## config.mk

```make
export PLATFORM = sky130hd
export DESIGN_NAME = ode_rk4_adams_bashforth_stepper_unit
export DESIGN_NICKNAME = d
export VERILOG_FILES = /design/src/hw/rtl/oderk_pkg.sv /design/src/hw/rtl/ode_rk4_adams_bashforth_stepper_unit.sv
export SDC_FILE = /design/constraint.sdc
export NUM_CORES = 2
export LEC_CHECK = 0
export BUFFER_PORTS_ARGS = -buffer_cell sky130_fd_sc_hd__buf_2
export CAP_MARGIN = 25
export CORE_MARGIN = 1
export CORE_UTILIZATION = 35
export DETAILED_ROUTE_END_ITERATION = 12
export PLACE_DENSITY = 0.51
export SYNTH_ARGS = -nofsm -noshare
export SYNTH_HDL_FRONTEND = slang
export SYNTH_SLANG_ARGS = --single-unit
```

## constraint.sdc

```tcl
create_clock -name clk -period 12.3 [get_ports clk]
set_clock_uncertainty 0.05 [all_clocks]
set_input_delay 2.46 -clock clk [delete_from_list [all_inputs] [get_ports clk]]
set_output_delay 2.46 -clock clk [all_outputs]
set_load 0.02 [all_outputs]
```

## src/hw/rtl/oderk_pkg.sv

```systemverilog
// shared types, constants and saturation helpers for the ode stepper
// no dependencies
package oderk_pkg;

  localparam int unsigned WORD_W = 32;
  localparam int unsigned ACC_W  = 64;
  localparam int unsigned DVD_W  = 45;   // biased dividend width of the serial divider
  localparam int unsigned BIAS_SH = 40;  // bias shift that keeps the dividend positive

  // configuration register indexes
  localparam logic [2:0] REG_START_X    = 3'd0;
  localparam logic [2:0] REG_START_Y    = 3'd1;
  localparam logic [2:0] REG_STEP_SIZE  = 3'd2;
  localparam logic [2:0] REG_STEP_COUNT = 3'd3;
  localparam logic [2:0] REG_METHOD     = 3'd4;

  localparam logic METHOD_RK = 1'b0;
  localparam logic METHOD_AB = 1'b1;

  // adams-bashforth weights and divisors
  localparam logic [30:0] AB_C0 = 31'd55;
  localparam logic [30:0] AB_C1 = 31'd59;
  localparam logic [30:0] AB_C2 = 31'd37;
  localparam logic [30:0] AB_C3 = 31'd9;
  localparam logic [4:0]  DIV_AB = 5'd24;
  localparam logic [4:0]  DIV_RK = 5'd6;

  typedef logic signed [WORD_W-1:0] word_t;
  typedef logic signed [ACC_W-1:0]  acc_t;

  function automatic word_t sat64(input acc_t v);
    if (v > acc_t'(64'sd2147483647)) begin
      return word_t'(32'sh7fffffff);
    end else if (v < -acc_t'(64'sd2147483648)) begin
      return word_t'(32'sh80000000);
    end else begin
      return word_t'(v[WORD_W-1:0]);
    end
  endfunction

  function automatic word_t sat33(input logic signed [WORD_W:0] v);
    if (v[WORD_W] != v[WORD_W-1]) begin
      return v[WORD_W] ? word_t'(32'sh80000000) : word_t'(32'sh7fffffff);
    end else begin
      return word_t'(v[WORD_W-1:0]);
    end
  endfunction

  function automatic word_t add_sat(input word_t a, input word_t b);
    return sat33(33'(a) + 33'(b));
  endfunction

  function automatic word_t sub_sat(input word_t a, input word_t b);
    return sat33(33'(a) - 33'(b));
  endfunction

endpackage

```

## src/hw/rtl/ode_rk4_adams_bashforth_stepper_unit.sv

```systemverilog
// top level of the ode stepper: sequencer, bit-serial multiply-accumulate,
// bit-serial constant divider and output register; uses oderk_pkg
//
// channel  | dir | data
// in_      | in  | tdata[0] restart, tdata[7:1] zero
// out_     | out | tdata[10:0] point_index, [42:11] x_value, [74:43] y_value; tlast last
// cfg_     | in  | cfg_we, cfg_index (register number), cfg_wdata
//
// a restart item goes straight to the output stage; an advance item runs
// runge-kutta as four serial multiplies plus a serial divide,
// or adams-bashforth as five multiplies and one divide
// an advance item while no run is active is accepted and dropped, no transfer out
// reset is synchronous, active low; a result waits in the output register
// while the next item is already accepted and processed
module ode_rk4_adams_bashforth_stepper_unit
  import oderk_pkg::*;
#(
  parameter int MAX_STEPS = 1024,
  parameter int FRAC_BITS = 16
) (
  input  logic        clk,
  input  logic        rst_n,
  input  logic        in_tvalid,
  output logic        in_tready,
  input  logic [7:0]  in_tdata,   // [0] restart
  output logic        out_tvalid,
  input  logic        out_tready,
  output logic [79:0] out_tdata,  // [10:0] point_index, [42:11] x_value, [74:43] y_value
  output logic        out_tlast,
  input  logic        cfg_we,
  input  logic [2:0]  cfg_index,
  input  logic [31:0] cfg_wdata
);

  localparam int IW   = $clog2(MAX_STEPS + 1);
  localparam int IDXW = (IW > 11) ? IW : 11;

  localparam logic [3:0] S_IDLE = 4'd0;
  localparam logic [3:0] S_MUL  = 4'd1;
  localparam logic [3:0] S_DIV  = 4'd2;
  localparam logic [3:0] S_RK1  = 4'd3;
  localparam logic [3:0] S_RK2  = 4'd4;
  localparam logic [3:0] S_RK3  = 4'd5;
  localparam logic [3:0] S_RK4  = 4'd6;
  localparam logic [3:0] S_RK5  = 4'd7;
  localparam logic [3:0] S_RKY  = 4'd8;
  localparam logic [3:0] S_AB1  = 4'd9;
  localparam logic [3:0] S_AB2  = 4'd10;
  localparam logic [3:0] S_AB3  = 4'd11;
  localparam logic [3:0] S_AB4  = 4'd12;
  localparam logic [3:0] S_AB5  = 4'd13;
  localparam logic [3:0] S_FIN  = 4'd14;
  localparam logic [3:0] S_OUT  = 4'd15;

  // configuration
  word_t       start_x_r, start_y_r;
  logic [30:0] step_size_r;
  logic [10:0] step_count_r;
  logic        method_r;

  // integrator state
  word_t            x_r, y_r, f0_r, ynew_r;
  word_t            hist_r [3];
  logic [IDXW-1:0]  idx_r;
  logic             running_r, last_r;
  logic signed [35:0] ksum_r;

  // sequencer
  logic [3:0] state_r, ret_r;

  // marks the adams-bashforth path so S_RKY adds h*w instead of the quotient
  logic ab_path_r;

  // serial multiply-accumulate
  acc_t        acc_r, mc_r;
  logic [30:0] mp_r;
  logic        msub_r;
  logic [4:0]  mcnt_r;

  // serial divider
  logic [DVD_W-1:0] dvd_r;
  logic [4:0]       rem_r, div_r;
  logic [5:0]       dcnt_r;

  // output register
  logic        out_valid_r, out_last_r;
  logic [10:0] out_idx_r;
  word_t       out_x_r, out_y_r;

  logic            in_xfer, out_free, restart;
  logic [IDXW-1:0] limit;
  word_t           h_w, hh_w, xm_w, xh_w, rnd_w, b_w, q_sat_w;
  acc_t            rnd_p;
  logic signed [DVD_W:0] q_signed;
  logic [DVD_W-1:0] ab_dvd, rk_dvd;
  logic [5:0]       dtrial;

  assign in_tready = (state_r == S_IDLE);
  assign in_xfer   = in_tvalid && in_tready;
  assign restart   = in_tdata[0];
  assign out_free  = !out_valid_r || out_tready;

  assign limit = (IDXW'(step_count_r) > IDXW'(MAX_STEPS)) ? IDXW'(MAX_STEPS)
                                                          : IDXW'(step_count_r);

  assign h_w   = word_t'({1'b0, step_size_r});
  assign hh_w  = word_t'({2'b0, step_size_r[30:1]});
  assign xm_w  = add_sat(x_r, hh_w);
  assign xh_w  = add_sat(x_r, h_w);

  // round to nearest (ties up), floor shift, saturate
  assign rnd_p = acc_r + (acc_t'(1) <<< (FRAC_BITS - 1));
  assign rnd_w = sat64(rnd_p >>> FRAC_BITS);

  // next multiplicand for k2, k3 and k4
  always_comb begin
    case (state_r)
      S_RK2:   b_w = sub_sat(xm_w, add_sat(y_r, rnd_w >>> 1));
      S_RK3:   b_w = sub_sat(xm_w, add_sat(y_r, rnd_w >>> 1));
      default: b_w = sub_sat(xh_w, add_sat(y_r, rnd_w));
    endcase
  end

  // dividends biased by divisor << BIAS_SH so they stay positive
  assign ab_dvd = acc_r[DVD_W-1:0] + DVD_W'(12) + (DVD_W'(DIV_AB) << BIAS_SH);
  assign rk_dvd = DVD_W'(ksum_r) + DVD_W'(3) + (DVD_W'(DIV_RK) << BIAS_SH);
  assign q_signed = $signed({1'b0, dvd_r}) - $signed((DVD_W+1)'(1) << BIAS_SH);
  assign q_sat_w  = sat64(acc_t'(q_signed));

  assign dtrial = {rem_r, dvd_r[DVD_W-1]};

  always_ff @(posedge clk) begin
    if (!rst_n) begin
      start_x_r    <= '0;
      start_y_r    <= word_t'(32'sd65536);
      step_size_r  <= 31'd6554;
      step_count_r <= 11'd10;
      method_r     <= METHOD_AB;
    end else if (cfg_we) begin
      unique case (cfg_index)
        REG_START_X:    start_x_r    <= word_t'(cfg_wdata);
        REG_START_Y:    start_y_r    <= word_t'(cfg_wdata);
        REG_STEP_SIZE:  step_size_r  <= cfg_wdata[30:0];
        REG_STEP_COUNT: step_count_r <= cfg_wdata[10:0];
        REG_METHOD:     method_r     <= cfg_wdata[0];
        default:        ;
      endcase
    end
  end

  always_ff @(posedge clk) begin
    if (!rst_n) begin
      state_r     <= S_IDLE;
      ret_r       <= S_IDLE;
      running_r   <= 1'b0;
      last_r      <= 1'b0;
      idx_r       <= '0;
      x_r         <= '0;
      y_r         <= '0;
      hist_r[0]   <= '0;
      hist_r[1]   <= '0;
      hist_r[2]   <= '0;
      out_valid_r <= 1'b0;
    end else begin
      // the output stage reloads the register itself when it is freed
      if (out_valid_r && out_tready && state_r != S_OUT) begin
        out_valid_r <= 1'b0;
      end
      unique case (state_r)
        S_IDLE: begin
          if (in_xfer) begin
            if (restart) begin
              x_r       <= start_x_r;
              y_r       <= start_y_r;
              hist_r[0] <= '0;
              hist_r[1] <= '0;
              hist_r[2] <= '0;
              idx_r     <= '0;
              last_r    <= (limit == '0);
              running_r <= (limit != '0);
              state_r   <= S_OUT;
            end else if (running_r) begin
              f0_r  <= sub_sat(x_r, y_r);
              idx_r <= idx_r + 1'b1;
              acc_r <= '0;
              mc_r  <= acc_t'(sub_sat(x_r, y_r));
              mcnt_r <= 5'd30;
              if (method_r == METHOD_AB && (idx_r + 1'b1) >= IDXW'(4)) begin
                mp_r    <= AB_C0;
                msub_r  <= 1'b0;
                ret_r   <= S_AB1;
              end else begin
                mp_r    <= step_size_r;
                msub_r  <= 1'b0;
                ret_r   <= S_RK2;
              end
              state_r <= S_MUL;
            end
          end
        end
        S_MUL: begin
          if (mp_r[0]) begin
            acc_r <= msub_r ? acc_r - mc_r : acc_r + mc_r;
          end
          mc_r   <= mc_r <<< 1;
          mp_r   <= mp_r >> 1;
          mcnt_r <= mcnt_r - 1'b1;
          if (mcnt_r == '0) begin
            state_r <= ret_r;
          end
        end
        S_DIV: begin
          if (dtrial >= {1'b0, div_r}) begin
            rem_r <= 5'(dtrial - {1'b0, div_r});
            dvd_r <= {dvd_r[DVD_W-2:0], 1'b1};
          end else begin
            rem_r <= dtrial[4:0];
            dvd_r <= {dvd_r[DVD_W-2:0], 1'b0};
          end
          dcnt_r <= dcnt_r - 1'b1;
          if (dcnt_r == '0) begin
            state_r <= ret_r;
          end
        end
        S_RK2, S_RK3, S_RK4: begin
          // rnd_w holds k1, k2 or k3; doubled weight for k2 and k3
          if (state_r == S_RK2) begin
            ksum_r <= 36'(rnd_w);
          end else begin
            ksum_r <= ksum_r + (36'(rnd_w) <<< 1);
          end
          acc_r   <= '0;
          mc_r    <= acc_t'(b_w);
          mp_r    <= step_size_r;
          msub_r  <= 1'b0;
          mcnt_r  <= 5'd30;
          ret_r   <= (state_r == S_RK2) ? S_RK3 : (state_r == S_RK3) ? S_RK4 : S_RK5;
          state_r <= S_MUL;
        end
        S_RK5: begin
          ksum_r  <= ksum_r + 36'(rnd_w);
          state_r <= S_RK1;
        end
        S_RK1: begin
          dvd_r   <= rk_dvd;
          div_r   <= DIV_RK;
          rem_r   <= '0;
          dcnt_r  <= 6'(DVD_W - 1);
          ret_r   <= S_RKY;
          state_r <= S_DIV;
        end
        S_RKY: begin
          // adams-bashforth adds the rounded h*w, runge-kutta the quotient
          if (ab_path_r) begin
            ynew_r <= add_sat(y_r, rnd_w);
          end else begin
            ynew_r <= sat64(acc_t'(y_r) + acc_t'(q_signed));
          end
          state_r <= S_FIN;
        end
        S_AB1, S_AB2, S_AB3: begin
          mc_r    <= acc_t'(hist_r[2'(state_r - S_AB1)]);
          mp_r    <= (state_r == S_AB1) ? AB_C1 : (state_r == S_AB2) ? AB_C2 : AB_C3;
          msub_r  <= (state_r != S_AB2);
          mcnt_r  <= 5'd30;
          ret_r   <= (state_r == S_AB1) ? S_AB2 : (state_r == S_AB2) ? S_AB3 : S_AB4;
          state_r <= S_MUL;
        end
        S_AB4: begin
          if (ret_r == S_AB4) begin
            dvd_r   <= ab_dvd;
            div_r   <= DIV_AB;
            rem_r   <= '0;
            dcnt_r  <= 6'(DVD_W - 1);
            ret_r   <= S_AB5;
            state_r <= S_DIV;
          end
        end
        S_AB5: begin
          if (ret_r == S_AB5) begin
            // w is ready, multiply it by h
            acc_r   <= '0;
            mc_r    <= acc_t'(q_sat_w);
            mp_r    <= step_size_r;
            msub_r  <= 1'b0;
            mcnt_r  <= 5'd30;
            ret_r   <= S_RKY;
            state_r <= S_MUL;
          end
        end
        S_FIN: begin
          hist_r[2] <= hist_r[1];
          hist_r[1] <= hist_r[0];
          hist_r[0] <= f0_r;
          x_r       <= xh_w;
          y_r       <= ynew_r;
          last_r    <= (idx_r >= limit);
          if (idx_r >= limit) begin
            running_r <= 1'b0;
          end
          state_r   <= S_OUT;
        end
        S_OUT: begin
          if (out_free) begin
            out_valid_r <= 1'b1;
            out_last_r  <= last_r;
            out_idx_r   <= idx_r[10:0];
            out_x_r     <= x_r;
            out_y_r     <= y_r;
            state_r     <= S_IDLE;
          end
        end
        default: state_r <= S_IDLE;
      endcase
    end
  end

  always_ff @(posedge clk) begin
    if (!rst_n) begin
      ab_path_r <= 1'b0;
    end else if (state_r == S_IDLE && in_xfer) begin
      ab_path_r <= (method_r == METHOD_AB) && ((idx_r + 1'b1) >= IDXW'(4));
    end
  end

  assign out_tvalid = out_valid_r;
  assign out_tlast  = out_last_r;
  assign out_tdata  = {5'b0, out_y_r, out_x_r, out_idx_r};

  a_idle_advance: assert property (@(posedge clk) disable iff (!rst_n)
    in_xfer && !restart && !running_r |=> state_r == S_IDLE)
    else $error("advance while no run active must give no work");

  a_restart_out: assert property (@(posedge clk) disable iff (!rst_n)
    in_xfer && restart |=> state_r == S_OUT && idx_r == '0)
    else $error("restart must go straight to the output stage at point 0");

  a_rem_bound: assert property (@(posedge clk) disable iff (!rst_n)
    state_r == S_DIV |-> rem_r < div_r)
    else $error("divider remainder out of range");

  a_out_load: assert property (@(posedge clk) disable iff (!rst_n)
    state_r == S_OUT && out_free |=> out_valid_r && state_r == S_IDLE)
    else $error("finished point not loaded into output register");

endmodule
```

## After elaboration in Yosys (flattened, before gate mapping)

Memory sizes are Yosys's and may differ from the RTL's.
Cells that the tools add are included.

| storage, ports and cells | value |
|---|---|
| bits in registers | 596 |
| RAM bits | 96 |
| input port bits | 48 |
| output and inout port bits | 83 |
| memories | 1 |

Memory list:

| name | depth | width | read ports | clocked after memory_dff | write ports | RTL line | source |
|---|---|---|---|---|---|---|---|
| hist_r | 3 | 32 | 3 | 0 | 3 | ode_rk4_adams_bashforth_stepper_unit.sv:63 | `word_t hist_r [3];` |

| operators by class | value |
|---|---|
| add/subtract/negate cells | 24 |
| magnitude comparators | 10 |
| eq/ne operators | 43 |
| multiplexer cells | 123 |
| bitwise logic cells | 7 |
| reductions and logical operators | 47 |

Operators by type and width:

| cell | count |
|---|---|
| $mux W32 | 36 |
| $mux W64 | 10 |
| $pmux W64 S5 | 1 |
| $pmux W64 S4 | 1 |
| $pmux W32 S2 | 3 |
| $mux W31 | 5 |
| $pmux W31 S5 | 1 |
| $pmux W45 S3 | 1 |
| $sub A32 B32 Y33 | 4 |
| $pmux W36 S2 | 1 |
| $add A32 B31 Y33 | 2 |
| $add A32 B32 Y33 | 2 |
| $add A64 B17 Y64 const B | 1 |
| $add A64 B64 Y64 | 1 |
| $sub A64 B64 Y64 | 1 |
| $mux W4 | 14 |
| $gt A48 B32 Y1 const B | 1 |
| $lt A48 B32 Y1 const B | 1 |
| $add A32 B46 Y47 | 1 |
| $gt A47 B32 Y1 const B | 1 |
| $lt A47 B32 Y1 const B | 1 |
| $gt A46 B32 Y1 const B | 1 |
| $lt A46 B32 Y1 const B | 1 |
| $sub A45 B41 Y46 const B | 1 |
| 68 further kinds | 162 |

## Longest topological paths before layout

| depth | value |
|---|---|
| word-level depth | 13 |
| mapped depth | 52 |
| gate-level depth less buffers | 47 |

## Least setup slack after synthesis

No wires, ideal clock.

| path | value |
|---|---|
| path type | register to register |
| from | reg acc_r[19] |
| to | reg mc_r[23], data pin |
| library setup time | 261 ps |
| data arrival time | 10,570 ps |
| data required time | 11,989 ps |
| path slack | 1,419 ps |
| cell stages (with the launch flop) | 52 |
| buffers on the path | 6 |
| clock period less this slack | 10,881 ps |
| cells stage by stage | edfxtp_1 buf_2 nand4_2 nor4b_4 and2_1 buf_6 nand4_2 mux2_4 o22ai_2 nand4_2 o41ai_4 buf_6 o21ai_2 ha_1 a21o_1 a21o_1 a221o_1 a211o_1 [16 not listed] and3_1 o211ai_1 nand3_1 o21ai_0 o31a_1 o41a_1 o31ai_1 a21oi_1 o21bai_1 a21o_1 xor2_1 ha_1 and2_1 a21bo_2 buf_2 a31oi_1 a21oi_1 o32a_1 |

| on the way | value |
|---|---|
| word-level cells in the longest chain between the ends | 13 |

RTL lines:

| item | RTL line | source |
|---|---|---|
| start, declared | ode_rk4_adams_bashforth_stepper_unit.sv:75 | `acc_t acc_r, mc_r;` |
| start signal, assigned | ode_rk4_adams_bashforth_stepper_unit.sv:203 | `acc_r <= msub_r ? acc_r - mc_r : acc_r + mc_r;` |
| $add A64 B17 Y64 * | ode_rk4_adams_bashforth_stepper_unit.sv:112 | `assign rnd_p = acc_r + (acc_t'(1) <<< (FRAC_BITS - 1));` |
| $lt A48 B32 Y1 | oderk_pkg.sv:34 | `end else if (v < -acc_t'(64'sd2147483648)) begin` |
| $mux W32 | oderk_pkg.sv:34 |  |
| $mux W32 * | oderk_pkg.sv:32 | `if (v > acc_t'(64'sd2147483647)) begin` |
| $add A32 B32 Y33 / $add A32 B31 Y33 (equally long branches) | oderk_pkg.sv:50 | `return sat33(33'(a) + 33'(b));` |
| $mux W32 / $ne A1 B1 Y1 (equally long branches) | oderk_pkg.sv:43, oderk_pkg.sv:42 |  |
| $mux W32 | oderk_pkg.sv:42 | `if (v[WORD_W] != v[WORD_W-1]) begin` |
| $mux W32 | ode_rk4_adams_bashforth_stepper_unit.sv:117 | `case (state_r)` |
| $sub A32 B32 Y33 | oderk_pkg.sv:54 | `return sat33(33'(a) - 33'(b));` |
| $mux W32 / $ne A1 B1 Y1 (equally long branches) | oderk_pkg.sv:43, oderk_pkg.sv:42 |  |
| $mux W32 | oderk_pkg.sv:42 |  |
| $pmux W32 S2 * | ode_rk4_adams_bashforth_stepper_unit.sv:117 |  |
| $pmux W64 S5 * | ode_rk4_adams_bashforth_stepper_unit.sv:169 | `unique case (state_r)` |
| end signal, assigned | ode_rk4_adams_bashforth_stepper_unit.sv:186 | `mc_r <= acc_t'(sub_sat(x_r, y_r));` |
| end signal, assigned | ode_rk4_adams_bashforth_stepper_unit.sv:205 | `mc_r <= mc_r <<< 1;` |
| end signal, assigned | ode_rk4_adams_bashforth_stepper_unit.sv:233 | `mc_r <= acc_t'(b_w);` |
| end, declared | ode_rk4_adams_bashforth_stepper_unit.sv:75 |  |

Mark *: on every way between the ends. The rest lies on a longest branch, timed or not. The select of a mux whose other input is x is not followed.
A chain may end at the register's enable or synchronous reset.

## Final worst setup path

| path | value |
|---|---|
| from | reg acc_r[25] |
| to | reg mc_r[21], data pin |

Same word-level chain as after synthesis.

==> flow_metrics.tcl <==
set metrics [dict create \
    outcome "complete, no violations" \
    period_needed_ns 11.72 \
    netlist_instances 6205 \
    io-pin-count 131 \
    layout.nets 6929 \
    clkSlewWorstSetupHoldPaths_ns 0.06 \
    die-width_um 395 \
    yosys-top-cells-area "edfxtp_1, ha_1, dfxtp_1" \
    netlist_area_um2 54200 \
    routed-via-count 49300 \
    endpoint_kind "flop" \
    grt_pass1_wl_um 312000 \
    first_global_vias 45900 \
    yosysMostFrequentCell "a21oi_1" \
    fin_area_um2 61600 \
    start_util_pct 35.4 \
    grt_overflow 0 \
    power_density_nw_per_um2 287 \
    multi_input_area_um2 33700 \
    finalHoldViolations 0 \
    vias_per_cell 5.78 \
    core_region_area_um2 153000 \
    nFillCells 15500 \
    leakagePower_nw 25.4 \
    tightest_slew_ns 1.22 \
    numPortBuffers 118 \
    clk_latency_ns 0.74 \
    hpwl_um 167000 \
    numCtsBuffers 85 \
    setup_violations 0 \
    syn_to_final_growth_pct 13.7 \
    synth_common_cells "a21oi_1, nand2_1, nor2_1, edfxtp_1, ha_1" \
    synth_top_area_share_pct 27.4 \
    yosysWarnings 0 \
    max_stage_delay_ns 0.50 \
    antenna_found_initial 8 \
    drt_iter0_drc 4976 \
    synth.avg_cell_area_um2 8.73 \
    clock_path_buffers 3 \
    yosysTopAreaCell "edfxtp_1" \
    first_pass_iters 5 \
    dpl-instance-area_um2 58600 \
    crit_arrival_ns 12.11 \
    drive_above_1_share_pct 10.5 \
    register_area_um2 18700 \
    synthFlopType "edfxtp_1" \
    ys_types 107 \
    path_class "reg -> reg" \
    irDropWorstVdd_uv 293 \
    maxCapViolCount 0 \
    dieArea_um2 156000 \
    rows 143 \
    synth_seq_cells 689 \
    die_h_um 395 \
    crit_path_max_fanout 13 \
    max_freq_ghz 0.0853 \
    hold_class "reg -> reg" \
    maxSlewHeadroom_pct 17.6 \
    place_congestion 0.985 \
    root_buffer "clkbuf_16" \
    grt_max_degree 97 \
    final_max_slew_viol_count 0 \
    final.period_utilization_pct 95.3 \
    post-route-drc-count 0 \
    wire_per_inst_um 25.1 \
    required_ns 12.69 \
    track_usage_pct 26.6 \
    routed_wl_um 215000 \
    postRouteAntennaNets 0 \
    start_kind "flop" \
    yosysSeqAreaShare_pct 34.6 \
    cts.sinks 689 \
    cts_tree "yes" \
    crit_path_frequent_cell "buf_4" \
    cts_max_level 3 \
    layout.cells.non_filler 8534 \
    fin_util_pct 40.3 \
    dp_cells 8364 \
    synth-edff-count 495 \
    async_flop_share_pct 0 \
    worst_path_max_delay_cell "edfxtp_1" \
]
power breakdown:
| part | switching (mW) | internal, mW |
|---|---|---|
| registers | 0.497 | 3.31 |
| logic | 7.03 | 4.20 |
| clock network | 1.14 | 1.51 |
registers in the layout (all words and copies together) (netlist names), 31 cells and up:
register	cells
out_x_r	32
out_y_r	32
mp_r	31
ksum_r	36
mc_r	64
acc_r	64
hist_r	96
dvd_r	45
f0_r	32
step_size_r	31
ynew_r	32
y_r	32
start_x_r	32
x_r	32
start_y_r	32
cell usage in the layout, fill, tap and decap left out, types with 118 or more instances in the layout:
cell / netlist / final
nor2_1: 534 / 528
o21ai_0: 396 / 395
a21oi_1: 648 / 645
and3_1: 157 / 156
ha_1: 440 / 438
nand2_1: 593 / 591
edfxtp_1: 495 / 495
a211oi_1: 122 / 121
a21o_1: 227 / 227
buf_2: 14 / 118
buf_4: 8 / 298
nand3_1: 145 / 143
inv_1: 185 / 184
dfxtp_1: 194 / 193
xor2_1: 192 / 192
xnor2_1: 327 / 327
repair_timing:
action / 4_1_cts / 5_1_grt
hold buffers: 0 / 0
resized for setup: 0 / 15
setup buffers: 0 / 7
setup endpoints to repair: 0 / 64
kinds of logic (layout without fill, tap and decap cells):
| logic type | count (synthesis) | count (layout) | synth area share [%] |
|---|---|---|---|
| other cells | 1 | 7 | 0.00692 |
| simple gates | 1929 | 1929 | 16.9 |
| flops | 689 | 689 | 34.6 |
| compound gates | 2026 | 2026 | 23.9 |
| buf+inv | 482 | 775 | 3.56 |
| xor+xnor | 519 | 519 | 8.39 |
| mux | 107 | 107 | 2.00 |
| fa+ha+maj | 452 | 452 | 10.6 |
final cells by class:
type | count | area share, %
multi-input cells | 5038 | 54.8
repair buffers | 424 | 4.85
flip-flops and latches | 689 | 30.4
clock buffers | 107 | 3.64
well taps | 2030 | 4.12
inverters | 191 | 1.17
diodes | 2 | 0.00812
clock inverters | 53 | 1.03
layer usage:
layer | vias up | wire, um | GRT usage (%)
li1 | 23400 | - | -
met1 | 24100 | 101000 | 38.7
met2 | 1568 | 93200 | 40.6
met3 | 260 | 13700 | 3.49
met4 | 0 | 6470 | 8.18
met5 | - | 0 | 0
final timing paths:
| check | to | start | cells after the start | slack (ns) |
|---|---|---|---|---|
| worst min register to register | start_x_r[19] | start_x_r[19] | 2 | 0.40 |
| worst max-delay path | mc_r[21] | acc_r[25] | 53 | 0.58 |
| worst max register to register | mc_r[21] | acc_r[25] | 53 | 0.58 |
| worst min-delay path | start_x_r[19] | start_x_r[19] | 2 | 0.40 |
critical path: cells and delay by family, from the launching register on:
kind | cells | cell delay, ns
adder cells (fa/ha/maj) | 4 | 1.16
AND/OR/NAND/NOR | 10 | 1.84
multiplexers | 1 | 0.37
XOR/XNOR | 2 | 0.36
AO/OA/AOI/OAI | 26 | 5.67
flip-flops | 1 | 0.50
buffers and inverters | 10 | 1.50
stage by stage:
| stage | TNS, ns | hold WS (ns) | power (mW) | setup WS [ns] |
|---|---|---|---|---|
| floorplan | 0 | 0.359 | 10.6 | 1.42 |
| global placement | 0 | 0.391 | 14.7 | 0.366 |
| detailed placement | 0 | 0.397 | 14.8 | 0.348 |
| CTS | 0 | 0.405 | 17.5 | 0.294 |
| global route | -0.00639 | 0.422 | 18.7 | -0.00330 |
| finish | 0 | 0.405 | 17.7 | 0.579 |
Power figures use the tool's default switching activity.
